==> config.mk <==
export PLATFORM = sky130hd
export DESIGN_NAME = uart_command_frame_responder
export DESIGN_NICKNAME = d
export VERILOG_FILES = /design/src/ucfr_pkg.sv /design/src/ucfr_parser.sv /design/src/ucfr_queue.sv /design/src/ucfr_emitter.sv /design/src/uart_command_frame_responder.sv
export SDC_FILE = /design/constraint.sdc
export NUM_CORES = 1
export LEC_CHECK = 0
export BUFFER_PORTS_ARGS = -buffer_cell sky130_fd_sc_hd__buf_2
export CAP_MARGIN = 10
export CORE_MARGIN = 1.5
export CORE_UTILIZATION = 40
export CTS_CLUSTER_SIZE = 14
export DETAILED_ROUTE_END_ITERATION = 7
export GPL_TIMING_DRIVEN = 0
export REMOVE_ABC_BUFFERS = 1
export SKIP_CTS_REPAIR_TIMING = 1
export SLEW_MARGIN = 20
export SYNTH_ARGS = -nofsm -noshare
export SYNTH_HDL_FRONTEND = slang
export SYNTH_SLANG_ARGS = --single-unit
==> constraint.sdc <==
create_clock -name clk -period 3.68 [get_ports clk]
set_clock_uncertainty 0.1 [all_clocks]
set_input_delay 0 -clock clk [delete_from_list [all_inputs] [get_ports clk]]
set_output_delay 0 -clock clk [all_outputs]
set_load 0.01 [all_outputs]
==> src/ucfr_pkg.sv <==
// Shared types, constants and reply byte tables for the command frame responder.
package ucfr_pkg;

	localparam logic [7:0] HDR0       = 8'h10;
	localparam logic [7:0] HDR3       = 8'hC5;
	localparam logic [7:0] MARK_OK    = 8'hAA;
	localparam logic [7:0] CMD_MAC    = 8'h87;
	localparam logic [7:0] CMD_NAME   = 8'h81;
	localparam logic [7:0] CMD_MANU   = 8'h82;
	localparam logic [7:0] LEN_LIMIT  = 8'd40;
	localparam logic [7:0] LEN_MIN    = 8'd7;
	localparam logic [7:0] SUB_MAC    = 8'h07;
	localparam logic [7:0] SUB_NAME   = 8'h01;
	localparam logic [7:0] SUB_MANU   = 8'h02;
	localparam logic [7:0] ACK_STATUS = 8'h01;
	localparam logic [3:0] MAC_REPLY_LEN = 4'd14;
	localparam logic [3:0] ACK_REPLY_LEN = 4'd9;
	localparam logic [3:0] SUM_FIRST_IDX = 4'd4;

	// Reply kinds
	localparam logic [1:0] KIND_MAC      = 2'd0;
	localparam logic [1:0] KIND_ACK_NAME = 2'd1;
	localparam logic [1:0] KIND_ACK_MANU = 2'd2;

	typedef logic [1:0] kind_t;

	typedef struct packed {
		kind_t kind;
	} reply_req_t;

	function automatic logic [3:0] reply_len(input kind_t kind);
		logic [3:0] len;
		len = (kind == KIND_MAC) ? MAC_REPLY_LEN : ACK_REPLY_LEN;
		return len;
	endfunction

	// Byte idx of a reply; the final byte is the running checksum.
	function automatic logic [7:0] reply_byte(input kind_t kind, input logic [3:0] idx,
		input logic [47:0] mac, input logic [7:0] sum);
		logic [7:0] v;
		v = 8'h00;
		if (idx == reply_len(kind) - 4'd1) begin
			v = sum;
		end else begin
			unique case (idx)
				4'd0: v = HDR0;
				4'd1: v = 8'h00;
				4'd2: v = 8'h00;
				4'd3: v = HDR3;
				4'd4: v = {4'h0, reply_len(kind)};
				4'd5: v = MARK_OK;
				4'd6: begin
					unique case (kind)
						KIND_MAC:      v = SUB_MAC;
						KIND_ACK_NAME: v = SUB_NAME;
						KIND_ACK_MANU: v = SUB_MANU;
						default:       v = 8'h00;
					endcase
				end
				4'd7:    v = (kind == KIND_MAC) ? mac[47:40] : ACK_STATUS;
				4'd8:    v = mac[39:32];
				4'd9:    v = mac[31:24];
				4'd10:   v = mac[23:16];
				4'd11:   v = mac[15:8];
				4'd12:   v = mac[7:0];
				default: v = 8'h00;
			endcase
		end
		return v;
	endfunction

endpackage

==> src/ucfr_parser.sv <==
// Front end: hunts for frame headers, tracks the frame and classifies the reply.
module ucfr_parser import ucfr_pkg::*; (
	input  logic       clk,
	input  logic       arst_n,
	input  logic       s_tvalid,
	output logic       s_tready,
	input  logic [7:0] s_tdata,
	output logic       req_valid,
	input  logic       req_ready,
	output reply_req_t req
);

	logic [7:0] byte_count_q;
	logic [7:0] frame_length_q;
	logic [7:0] marker_q;
	logic [7:0] command_q;

	logic       accept;
	logic [7:0] count_inc;
	logic [7:0] cmd;
	logic       frame_end;
	logic       want_reply;
	logic [7:0] count_next;

	assign s_tready  = req_ready;
	assign accept    = s_tvalid && s_tready;
	assign count_inc = byte_count_q + 8'd1;
	assign cmd       = (byte_count_q == 8'd6) ? s_tdata : command_q;
	assign frame_end = (byte_count_q >= 8'd6) && (count_inc >= frame_length_q);

	always_comb begin
		want_reply = 1'b0;
		req.kind   = KIND_MAC;
		if (frame_end && marker_q == MARK_OK) begin
			if (cmd == CMD_MAC) begin
				want_reply = 1'b1;
				req.kind   = KIND_MAC;
			end else if (cmd == CMD_NAME && frame_length_q < LEN_LIMIT) begin
				want_reply = 1'b1;
				req.kind   = KIND_ACK_NAME;
			end else if (cmd == CMD_MANU && frame_length_q < LEN_LIMIT) begin
				want_reply = 1'b1;
				req.kind   = KIND_ACK_MANU;
			end
		end
	end

	assign req_valid = accept && want_reply;

	// Resync on a stray header start byte
	always_comb begin
		priority if (byte_count_q == 8'd0) begin
			count_next = (s_tdata == HDR0) ? 8'd1 : 8'd0;
		end else if (byte_count_q == 8'd1 || byte_count_q == 8'd2) begin
			if (s_tdata == 8'h00)
				count_next = count_inc;
			else
				count_next = (s_tdata == HDR0) ? 8'd1 : 8'd0;
		end else if (byte_count_q == 8'd3) begin
			if (s_tdata == HDR3)
				count_next = 8'd4;
			else
				count_next = (s_tdata == HDR0) ? 8'd1 : 8'd0;
		end else if (byte_count_q == 8'd4) begin
			count_next = (s_tdata < LEN_MIN) ? 8'd0 : 8'd5;
		end else begin
			count_next = frame_end ? 8'd0 : count_inc;
		end
	end

	always_ff @(posedge clk or negedge arst_n) begin
		if (!arst_n) begin
			byte_count_q   <= 8'd0;
			frame_length_q <= 8'd0;
			marker_q       <= 8'd0;
			command_q      <= 8'd0;
		end else if (accept) begin
			byte_count_q <= count_next;
			if (byte_count_q == 8'd4)
				frame_length_q <= s_tdata;
			if (byte_count_q == 8'd5)
				marker_q <= s_tdata;
			if (byte_count_q == 8'd6)
				command_q <= s_tdata;
		end
	end

endmodule

==> src/ucfr_queue.sv <==
// Two-entry queue of reply requests between the parser and the emitter.
module ucfr_queue import ucfr_pkg::*; (
	input  logic       clk,
	input  logic       arst_n,
	input  logic       in_valid,
	output logic       in_ready,
	input  reply_req_t in_req,
	output logic       out_valid,
	input  logic       out_ready,
	output reply_req_t out_req
);

	reply_req_t entry_q [2];
	logic       wr_ptr_q;
	logic       rd_ptr_q;
	logic [1:0] count_q;
	logic       push;
	logic       pop;

	assign in_ready  = (count_q != 2'd2);
	assign out_valid = (count_q != 2'd0);
	assign out_req   = entry_q[rd_ptr_q];
	assign push      = in_valid && in_ready;
	assign pop       = out_valid && out_ready;

	always_ff @(posedge clk) begin
		if (push)
			entry_q[wr_ptr_q] <= in_req;
	end

	always_ff @(posedge clk or negedge arst_n) begin
		if (!arst_n) begin
			wr_ptr_q <= 1'b0;
			rd_ptr_q <= 1'b0;
			count_q  <= 2'd0;
		end else begin
			if (push)
				wr_ptr_q <= ~wr_ptr_q;
			if (pop)
				rd_ptr_q <= ~rd_ptr_q;
			if (push && !pop)
				count_q <= count_q + 2'd1;
			else if (pop && !push)
				count_q <= count_q - 2'd1;
		end
	end

endmodule

==> src/ucfr_emitter.sv <==
// Back end: streams reply bytes with a running checksum into an output register.
module ucfr_emitter import ucfr_pkg::*; (
	input  logic        clk,
	input  logic        arst_n,
	input  logic        req_valid,
	output logic        req_ready,
	input  reply_req_t  req,
	input  logic [47:0] mac,
	output logic        m_tvalid,
	input  logic        m_tready,
	output logic [7:0]  m_tdata,
	output logic        m_tlast
);

	logic       busy_q;
	kind_t      kind_q;
	logic [3:0] idx_q;
	logic [7:0] sum_q;
	logic       out_valid_q;
	logic [7:0] out_data_q;
	logic       out_last_q;

	logic       load;
	logic [7:0] next_byte;
	logic       next_last;

	assign req_ready = !busy_q;
	assign load      = busy_q && (!out_valid_q || m_tready);
	assign next_byte = reply_byte(kind_q, idx_q, mac, sum_q);
	assign next_last = (idx_q == reply_len(kind_q) - 4'd1);

	always_ff @(posedge clk or negedge arst_n) begin
		if (!arst_n) begin
			busy_q      <= 1'b0;
			out_valid_q <= 1'b0;
		end else begin
			if (!busy_q && req_valid)
				busy_q <= 1'b1;
			else if (load && next_last)
				busy_q <= 1'b0;
			if (load)
				out_valid_q <= 1'b1;
			else if (m_tready)
				out_valid_q <= 1'b0;
		end
	end

	always_ff @(posedge clk) begin
		if (!busy_q && req_valid) begin
			kind_q <= req.kind;
			idx_q  <= 4'd0;
			sum_q  <= 8'd0;
		end else if (load) begin
			idx_q <= idx_q + 4'd1;
			if (idx_q >= SUM_FIRST_IDX)
				sum_q <= sum_q + next_byte;
		end
		if (load) begin
			out_data_q <= next_byte;
			out_last_q <= next_last;
		end
	end

	assign m_tvalid = out_valid_q;
	assign m_tdata  = out_data_q;
	assign m_tlast  = out_last_q;

endmodule

==> src/uart_command_frame_responder.sv <==
// Top level of the command frame responder: parser, request queue and reply emitter.
//
//  channel  | dir | handshake                   | payload
//  ---------+-----+-----------------------------+---------------------------------
//  s_       | in  | s_tvalid / s_tready         | s_tdata[7:0] = rx_byte
//  m_       | out | m_tvalid / m_tready         | m_tdata[7:0] = tx_byte, m_tlast = tx_last
//  cfg_     | in  | cfg_valid / cfg_ready       | cfg_data[47:0] = mac_address
//
// One received byte is taken per cycle while the request queue has room.
// A reply streams one byte per cycle from the emitter's output register while m_tready
// is high: 14 bytes for an address reply, 9 for an acknowledge.
// Reset clears the parser to header hunt, empties the queue and zeroes the address.
// Output stalls hold the emitter; the queue holds two pending replies before input stalls.
module uart_command_frame_responder import ucfr_pkg::*; (
	input  logic        clk,
	input  logic        arst_n,
	input  logic        s_tvalid,
	output logic        s_tready,
	input  logic [7:0]  s_tdata,   // [7:0] rx_byte
	output logic        m_tvalid,
	input  logic        m_tready,
	output logic [7:0]  m_tdata,   // [7:0] tx_byte
	output logic        m_tlast,
	input  logic        cfg_valid,
	output logic        cfg_ready,
	input  logic [47:0] cfg_data
);

	logic [47:0] mac_q;
	logic        push_valid;
	logic        push_ready;
	reply_req_t  push_req;
	logic        pop_valid;
	logic        pop_ready;
	reply_req_t  pop_req;

	assign cfg_ready = 1'b1;

	always_ff @(posedge clk or negedge arst_n) begin
		if (!arst_n)
			mac_q <= 48'd0;
		else if (cfg_valid && cfg_ready)
			mac_q <= cfg_data;
	end

	ucfr_parser u_parser (
		.clk       (clk),
		.arst_n    (arst_n),
		.s_tvalid  (s_tvalid),
		.s_tready  (s_tready),
		.s_tdata   (s_tdata),
		.req_valid (push_valid),
		.req_ready (push_ready),
		.req       (push_req)
	);

	ucfr_queue u_queue (
		.clk       (clk),
		.arst_n    (arst_n),
		.in_valid  (push_valid),
		.in_ready  (push_ready),
		.in_req    (push_req),
		.out_valid (pop_valid),
		.out_ready (pop_ready),
		.out_req   (pop_req)
	);

	ucfr_emitter u_emitter (
		.clk       (clk),
		.arst_n    (arst_n),
		.req_valid (pop_valid),
		.req_ready (pop_ready),
		.req       (pop_req),
		.mac       (mac_q),
		.m_tvalid  (m_tvalid),
		.m_tready  (m_tready),
		.m_tdata   (m_tdata),
		.m_tlast   (m_tlast)
	);

endmodule

==> results.yml, run 1 <==
outcome:
  status: "completed"
synthesis:
  yosysSeqAreaShare_pct: 48.6
  ys_warn_count: 0
  yosysUniqueCellTypes: 63
  yosys_most_used_dff: "dfrtp_1"
  syn_inst: 538
  yosysMostFrequentCell: "dfrtp_1"
  async_reset_ff_share_pct: 76.1
  avgSynthCellArea_sq_um: 10.9
  synth.largest_area_cell: "dfrtp_1"
  synth_edf_count: 15
  netlist_area_sq_mm: 0.00585
  ys_ff_latch: 113
  synth_top_cells_by_count: "86 x dfrtp_1, 72 x mux2_2, 41 x nand2_1"
  netlist_top_cells_area: "dfrtp_1 37%, mux2_2 14%, edfxtp_1 7.7%, ha_1 5.1%, dfxtp_1 4.1%"
  synth_top_area_share_pct: 36.8
sta:
  final-hold-violation-count: 0
  rsz0062_at_grt: "false"
  max_freq_mhz: 292
  slew_headroom_pct: 50.9
  setup_slack_ps: 255
  drv_slew: 0
  fin_crit_ps: 3430
  hold_ws_ps: 31.7
  worstMarginPinSlew_ps: 732
  setup_viol: 0
  timing.final.crit_share_pct: 93.1
cts:
  htree_num_levels: 4
  clk_latency_ps: 410
  clkTransAtPathRegs_ps: 50
  clockBufferDepth: 2
  cts_made_buffers: 17
  root_buffer: "clkbuf_16"
  cts.sinks: 113
  cts_tree: "built"
routing:
  drt_iter0_drc: 236
  antenna_left: 0
  via_per_inst: 5.35
  dr.pass1.iters: 4
  post-route-drc-count: 0
  drt_wl_total_microns: 14100
  num_vias: 4564
  post_drt_wl_per_cell_microns: 16.5
cells_and_area:
  diodes: 0
  finalNonFillerCells: 853
  nets: 746
  drive_above_1_share_pct: 28.7
  finalInstanceArea_sq_mm: 0.00765
  area_growth_pct: 30.9
grt:
  use_met1_pct: 22.5
  antenna_found_initial: 0
  grt_pass1_wl_microns: 21600
  track_usage_pct: 18.7
  gr-total-overflow: 0
  met2_usage_pct: 32.3
  met3_usage_pct: 5.72
  grt_pass1_vias: 4329
  grt_max_degree: 51
  grt_busiest_layer: "met2"
floorplanning:
  dieHeight_microns: 124
  start_util_pct: 41.5
  die_w_microns: 124
  core_area_sq_mm: 0.0141
  num_io_pins: 73
  dieArea_sq_mm: 0.0153
  rows: 43
worst_setup_path:
  r2r_slack_ps: 250
  crit_required_ps: 3910
  worstPathMaxFanout: 26
  cp-end-kind: "flop"
  path_class: "reg2reg"
  worstPathArrival_ps: 3660
  startpoint_type: "flop"
pwr:
  cellPowerDensity_mw_per_mm2: 665
  leakage_nw: 3.27
  power.total_w: 0.00509
  vdd_ir_drop_max_uv: 343
place:
  placed_cells: 762
  gp_congestion: 0.841
  hpwl_microns: 9350
  place_area_sq_mm: 0.00635
  dp_worst_setup_slack_ps: -198
  port_buffers: 71
worst_hold_path:
  hp-class: "in2async"
run:
  drv_cap: 0
==> cells in the final DEF, fill, tap and decap left out, types with 7 or more instances in the layout <==
cell           count
o211ai_1           8
xor2_1             7
inv_1             19
nor2_1            34
o21ai_0           24
nand3_1           24
edfxtp_1          15
xnor2_1           13
a22oi_1            9
nand2_1           41
dfrtp_1           86
mux2_2            72
a21oi_1           22
dlygate4sd3_1     58
ha_1              20
buf_2             70
dfxtp_1            9
clkbuf_16         18
==> power by group <==
part / internal (W) / switching [W] / total [W]
Clock: 0.00122 / 0.000550 / 0.00177
Combinational: 0.000696 / 0.000895 / 0.00159
Sequential: 0.00152 / 0.000205 / 0.00172
Total: 0.00344 / 0.00165 / 0.00509
==> sequential cells by signal (all words and copies together) (netlist names), 2 cells and up <==
register                 flops
u_emitter.sum_q              8
u_queue.count_q              2
u_parser.byte_count_q        8
u_parser.marker_q            8
u_parser.frame_length_q      8
mac_q                       48
u_emitter.m_tdata            8
u_emitter.idx_q              4
u_queue.entry_q              4
u_parser.command_q           8
u_emitter.kind_q             2
==> layout make-up <==
cell class	count	area, sq um
flip-flops and latches	113	2850
clock inverters	9	150
well taps	180	225
multi-input cells	377	2860
repair buffers	131	993
inverters	20	78.8
fillers	1209	6440
clock buffers	23	499
==> kinds of logic after synthesis <==
group	synth area share, %
DFF	48.6
and+or+nand+nor	13.0
AOI/OAI and AO/OA	11.8
adders and majority gates	5.48
muxes	14.9
xor gates and xnor gates	3.00
buffers and inverters	3.15
other	0.0642
==> critical path: stages (launching register included) <==
cell and delay, ps:
dfxtp_2 620, and2_1 220, mux2i_1 70, or3_4 420, clkinvlp_4 180, nand2_1 70, o21ai_1 170, ha_1 290
a21oi_1 200, o211ai_1 160, o41ai_1 350, nor2_1 90, mux2i_1 180, mux2i_1 200
==> per-layer routing <==
layer / up-vias / share of wire (%)
met3: 8 / 4.6
met4: 0 / 0.74
met5: - / 0
li1: 2200 / -
met1: 2244 / 44
met2: 112 / 50
==> through the flow <==
step	TNS [ps]	utilization, %
floorplan	0	-
global placement	-275	44.8
detailed placement	-286	45.0
CTS	-381	49.6
global route	0	54.3
finish	0	54.3
==> final timing paths <==
kind	to	startpoint	cells after the start
hold / removal	mac_q[21]$_DFFE_PN0P_	arst_n	2
max in group asynchronous	mac_q[46]$_DFFE_PN0P_	arst_n	3
setup / recovery	u_emitter.sum_q[7]$_SDFFE_PP0P_	u_emitter.idx_q[2]$_SDFFE_PP0P_	13
min in group clk	u_parser.byte_count_q[4]$_DFFE_PN0P_	s_tvalid	4
hold reg to reg	u_emitter.sum_q[7]$_SDFFE_PP0P_	u_emitter.sum_q[7]$_SDFFE_PP0P_	1
setup reg to reg	u_emitter.sum_q[7]$_SDFFE_PP0P_	u_emitter.idx_q[2]$_SDFFE_PP0P_	13
No activity file was read; power rests on OpenSTA's default activity.
==> run 2, diff against run 1 <==
--- a/config.mk
+++ b/config.mk
@@ -12,6 +12,7 @@
 export CTS_CLUSTER_SIZE = 14
 export DETAILED_ROUTE_END_ITERATION = 7
 export GPL_TIMING_DRIVEN = 0
+export PLACE_DENSITY = 0.6
 export REMOVE_ABC_BUFFERS = 1
 export SKIP_CTS_REPAIR_TIMING = 1
 export SLEW_MARGIN = 20
==> constraint.sdc (replaced) <==
create_clock -name clk -period 4 [get_ports clk]
set_clock_uncertainty 0.1 [all_clocks]
set_input_delay 0 -clock clk [delete_from_list [all_inputs] [get_ports clk]]
set_output_delay 0 -clock clk [all_outputs]
set_load 0.01 [all_outputs]
==> results.yml, run 2 (synthesized netlist as in run 1, its figures left out) <==
floorplanning:
  core_area_sq_mm: 0.0141
  dieArea_sq_mm: 0.0153
  start_util_pct: 41.5
  die_w_microns: 124
  dieHeight_microns: 124
  num_io_pins: 73
  rows: 43
sta:
  worstMarginPinSlew_ps: 760
  fin_crit_ps: 3680
  rsz0062_at_grt: "false"
  drv_slew: 0
  setup_viol: 0
  slew_headroom_pct: 49.3
  timing.final.crit_share_pct: 92.0
  hold_ws_ps: 35.7
  final-hold-violation-count: 0
  finalSetupTns_ps: 0
  max_freq_mhz: 272
cells_and_area:
  nets: 746
  layout.cells.most_common: "dfrtp_1"
  top_register: "mac_q"
  layout_common_cells: "86 x dfrtp_1, 72 x mux2_2, 70 x buf_2, 58 x dlygate4sd3_1, 41 x nand2_1"
  largest_reg_flops: 48
  drive_above_1_share_pct: 27.8
  diodes: 0
  area_growth_pct: 30.2
  fin_util_pct: 54.0
pwr:
  switchingPower_w: 0.00151
  cellPowerDensity_mw_per_mm2: 609
  vdd_ir_drop_max_uv: 358
  leakage_nw: 3.27
  power.total_w: 0.00464
  internal_power_w: 0.00313
  switching_share_pct: 32.5
  combPwrFrac_pct: 30.8
  clkPwrFrac_pct: 35.2
  p_seq_share_pct: 34.0
routing:
  drt_wl_total_microns: 14100
  antenna_left: 0
  post-route-drc-count: 0
  num_vias: 4525
  post_drt_wl_per_cell_microns: 16.5
  via_per_inst: 5.30
  drt_iter0_drc: 267
  dr.pass1.iters: 5
cts:
  htree_num_levels: 4
  clockBufferDepth: 2
  clk_latency_ps: 410
  cts.sinks: 113
  root_buffer: "clkbuf_16"
  clkTransAtPathRegs_ps: 50
  cts_tree: "built"
  cts_made_buffers: 17
worst_setup_path:
  reg2regPathDepth: 12
  worstPathMaxFanout: 9
  worstPathArrival_ps: 3910
  r2r-start: "u_emitter.kind_q[0]$_DFFE_PP_"
  cp-end-kind: "flop"
  path_class: "reg2reg"
  startpoint_type: "flop"
  worst_r2r_endpoint: "u_emitter.sum_q[7]$_SDFFE_PP0P_"
  r2r_slack_ps: 320
  crit_required_ps: 4230
grt:
  grt_pass1_vias: 4329
  grt_pass1_wl_microns: 21600
  track_usage_pct: 18.7
  gr-total-overflow: 0
  grt_max_degree: 51
  antenna_found_initial: 0
place:
  hpwl_microns: 9350
  gp_congestion: 0.841
  port_buffers: 71
worst_hold_path:
  hp-class: "in2async"
outcome:
  status: "completed"
run:
  drv_cap: 0
==> run 2: area by class of cell <==
type | count | area, sq um
sequential | 113 | 2850
timing repair buffer | 131 | 993
fill | 1213 | 6480
inverter | 20 | 78.8
tap | 180 | 225
clock buffer | 23 | 499
multi-input combinational | 377 | 2820
clock inverter | 9 | 150
==> run 2: routing by layer <==
metal	wire [microns]	track usage, %
met3	672	5.72
met4	112	5.68
met2	7030	32.3
met5	0	0
met1	6260	22.5
==> run 2: worst max-delay path by stage <==
stage	start	cells past startpoint	endpoint
2_1_floorplan	u_emitter.idx_q[2]$_SDFFE_PP0P_	12	u_emitter.sum_q[6]$_SDFFE_PP0P_
3_3_place_gp	u_emitter.idx_q[2]$_SDFFE_PP0P_	12	u_emitter.sum_q[7]$_SDFFE_PP0P_
3_5_place_dp	u_emitter.idx_q[2]$_SDFFE_PP0P_	12	u_emitter.sum_q[7]$_SDFFE_PP0P_
4_1_cts	u_emitter.idx_q[2]$_SDFFE_PP0P_	12	u_emitter.sum_q[7]$_SDFFE_PP0P_
5_1_grt	u_emitter.kind_q[1]$_DFFE_PP_	12	u_emitter.sum_q[7]$_SDFFE_PP0P_
6_report	u_emitter.kind_q[0]$_DFFE_PP_	12	u_emitter.sum_q[7]$_SDFFE_PP0P_
==> run 2: critical path, cell delays in order, from the launching register on <==
cell	delay, ps
edfxtp_1	390
nor2_1	350
mux2i_1	230
or3_1	410
clkinvlp_4	310
o21ai_1	330
ha_1	290
a21oi_1	200
o211ai_1	160
o41ai_1	350
nor2_1	90
mux2i_1	180
mux2i_1	200
==> run 2: stage by stage <==
step / worst slack (ps) / cell area, sq um / std cells
2_1_floorplan: 828 / 5740 / 510
3_3_place_gp: 140 / 6320 / 761
3_5_place_dp: 122 / 6350 / 762
4_1_cts: 56.9 / 7000 / 794
5_1_grt: 33.4 / 7610 / 853
6_report: 320 / 7610 / 853
==> run 2: power groups by stage <==
stage	Sequential (W)	Combinational, W	Clock, W
after floorplan	0.00157	0.000945	0
after CTS	0.00157	0.00138	0.00166
after detailed placement	0.00159	0.00137	0
final	0.00158	0.00143	0.00163
after global routing	0.00161	0.00160	0.00172
after global placement	0.00158	0.00133	0
==> run 3, diff against run 2 <==
--- a/config.mk
+++ b/config.mk
@@ -7,13 +7,14 @@
 export LEC_CHECK = 0
 export BUFFER_PORTS_ARGS = -buffer_cell sky130_fd_sc_hd__buf_2
 export CAP_MARGIN = 10
+export CORE_ASPECT_RATIO = 0.5
 export CORE_MARGIN = 1.5
 export CORE_UTILIZATION = 40
 export CTS_CLUSTER_SIZE = 14
 export DETAILED_ROUTE_END_ITERATION = 7
-export GPL_TIMING_DRIVEN = 0
 export PLACE_DENSITY = 0.6
 export REMOVE_ABC_BUFFERS = 1
+export SETUP_SLACK_MARGIN = 0.15
 export SKIP_CTS_REPAIR_TIMING = 1
 export SLEW_MARGIN = 20
 export SYNTH_ARGS = -nofsm -noshare
==> results.yml, run 3 (synthesized netlist as in run 1, its figures left out) <==
outcome:
  status: "completed"
routing:
  post_drt_wl_per_cell_microns: 16.1
  num_vias: 4535
  post-route-drc-count: 0
  drt_iter0_drc: 251
  drt_wl_total_microns: 14000
  antenna_left: 0
  via_per_inst: 5.22
  dr.pass1.iters: 7
worst_setup_path:
  startpoint_type: "flop"
  r2r-start: "u_emitter.idx_q[1]$_SDFFE_PP0P_"
  path_class: "reg2reg"
  worstPathArrival_ps: 3650
  cp-end-kind: "flop"
  crit_required_ps: 4230
  worst_r2r_endpoint: "u_emitter.sum_q[6]$_SDFFE_PP0P_"
  worstPathMaxFanout: 11
  r2r_slack_ps: 590
  reg2regPathDepth: 14
pwr:
  leakage_nw: 3.27
  vdd_ir_drop_max_uv: 333
  cellPowerDensity_mw_per_mm2: 603
run:
  drv_cap: 0
grt:
  gr-total-overflow: 0
  grt_pass1_vias: 4290
  grt_max_degree: 60
  track_usage_pct: 18.6
  grt_pass1_wl_microns: 21900
  antenna_found_initial: 0
floorplanning:
  rows: 30
  core_area_sq_mm: 0.0139
  num_io_pins: 73
  dieArea_sq_mm: 0.0154
  die_w_microns: 174
  dieHeight_microns: 88.5
  start_util_pct: 42.1
cts:
  cts.sinks: 113
  htree_num_levels: 4
  cts_made_buffers: 17
  root_buffer: "clkbuf_16"
  clkTransAtPathRegs_ps: 60
  clockBufferDepth: 2
  clk_latency_ps: 420
  cts_tree: "built"
cells_and_area:
  largest_reg_flops: 48
  drive_above_1_share_pct: 27.5
  finalNonFillerCells: 869
  fillers: 1203
  diodes: 0
  layout_common_cells: "86 x dfrtp_1, 72 x mux2_2, 69 x buf_2, 58 x dlygate4sd3_1, 41 x nand2_1"
  layout.cells.most_common: "dfrtp_1"
  nets: 750
  top_register: "mac_q"
  area_growth_pct: 29.6
worst_hold_path:
  min_to: "u_parser.byte_count_q[4]$_DFFE_PN0P_"
  min_from: "s_tvalid"
  whs_path_depth: 4
  hp-class: "in2reg"
sta:
  final-hold-violation-count: 0
  fin_crit_ps: 3410
  drv_slew: 0
  slew_headroom_pct: 48.3
  finalSetupTns_ps: 0
  rsz0062_at_grt: "false"
  worstMarginPinSlew_ps: 776
  timing.final.crit_share_pct: 85.3
  setup_viol: 0
  max_freq_mhz: 293
place:
  hpwl_microns: 9080
  placed_cells: 779
  port_buffers: 71
  gp_congestion: 0.827
## run 3: report_power, final
group	internal, W	leakage (nW)	switching [W]
sequential	0.00138	1.31	0.000144
clock	0.00106	0.298	0.000528
combinational	0.000622	1.66	0.000833
## run 3: per-layer routing
layer	vias up	wire (microns)	GRT usage, %
met1	2206	6820	24.6
met4	0	214	8.23
met5	-	0	0
met2	99	6400	29.5
li1	2211	-	-
met3	19	519	4.68
## run 3: per-stage QoR
step / setup slack [ps] / util (%) / instance area [sq um] / hold WS, ps / power [W]
after floorplan: 828 / - / 5740 / -396 / 0.00251
after global placement: 630 / 45.9 / 6380 / 24.6 / 0.00292
after detailed placement: 493 / 45.9 / 6380 / 27.9 / 0.00294
after CTS: 485 / 50.3 / 6990 / -418 / 0.00455
after global routing: 160 / 54.6 / 7580 / 96.0 / 0.00485
final: 587 / 54.6 / 7580 / 68.7 / 0.00457
## run 3: how the worst max path moves through the flow
stage | slack [ps] | start | end | depth (start not counted)
detailed placement | 490 | u_emitter.idx_q[0]$_SDFFE_PP0P_ | u_emitter.sum_q[6]$_SDFFE_PP0P_ | 14
finish | 590 | u_emitter.idx_q[1]$_SDFFE_PP0P_ | u_emitter.sum_q[6]$_SDFFE_PP0P_ | 14
CTS | 490 | u_emitter.idx_q[0]$_SDFFE_PP0P_ | u_emitter.sum_q[7]$_SDFFE_PP0P_ | 14
floorplan | 830 | u_emitter.idx_q[2]$_SDFFE_PP0P_ | u_emitter.sum_q[6]$_SDFFE_PP0P_ | 12
global route | 160 | u_emitter.kind_q[1]$_DFFE_PP_ | u_emitter.sum_q[7]$_SDFFE_PP0P_ | 12
global placement | 630 | u_emitter.idx_q[0]$_SDFFE_PP0P_ | u_emitter.sum_q[6]$_SDFFE_PP0P_ | 14
## run 3: worst max-delay path, stage by stage (launching register included)
cell	delay, ps
dfxtp_1	390
inv_1	100
ha_1	370
a22oi_1	310
o22ai_1	120
a311oi_1	250
a21oi_1	120
ha_1	240
fa_1	410
a21o_1	200
a21oi_1	210
o21bai_1	80
a21oi_1	180
nor3b_1	70
a211oi_1	160
## run 3: layout make-up
cell class                 count  area (sq um)  area share [%]
clock inverter                10           158            2.08
sequential                   113          2840            37.5
multi-input combinational    377          2820            37.2
inverter                      20          75.1           0.991
tap                          192           240            3.17
timing repair buffer         135           986            13.0
clock buffer                  22           454            5.99
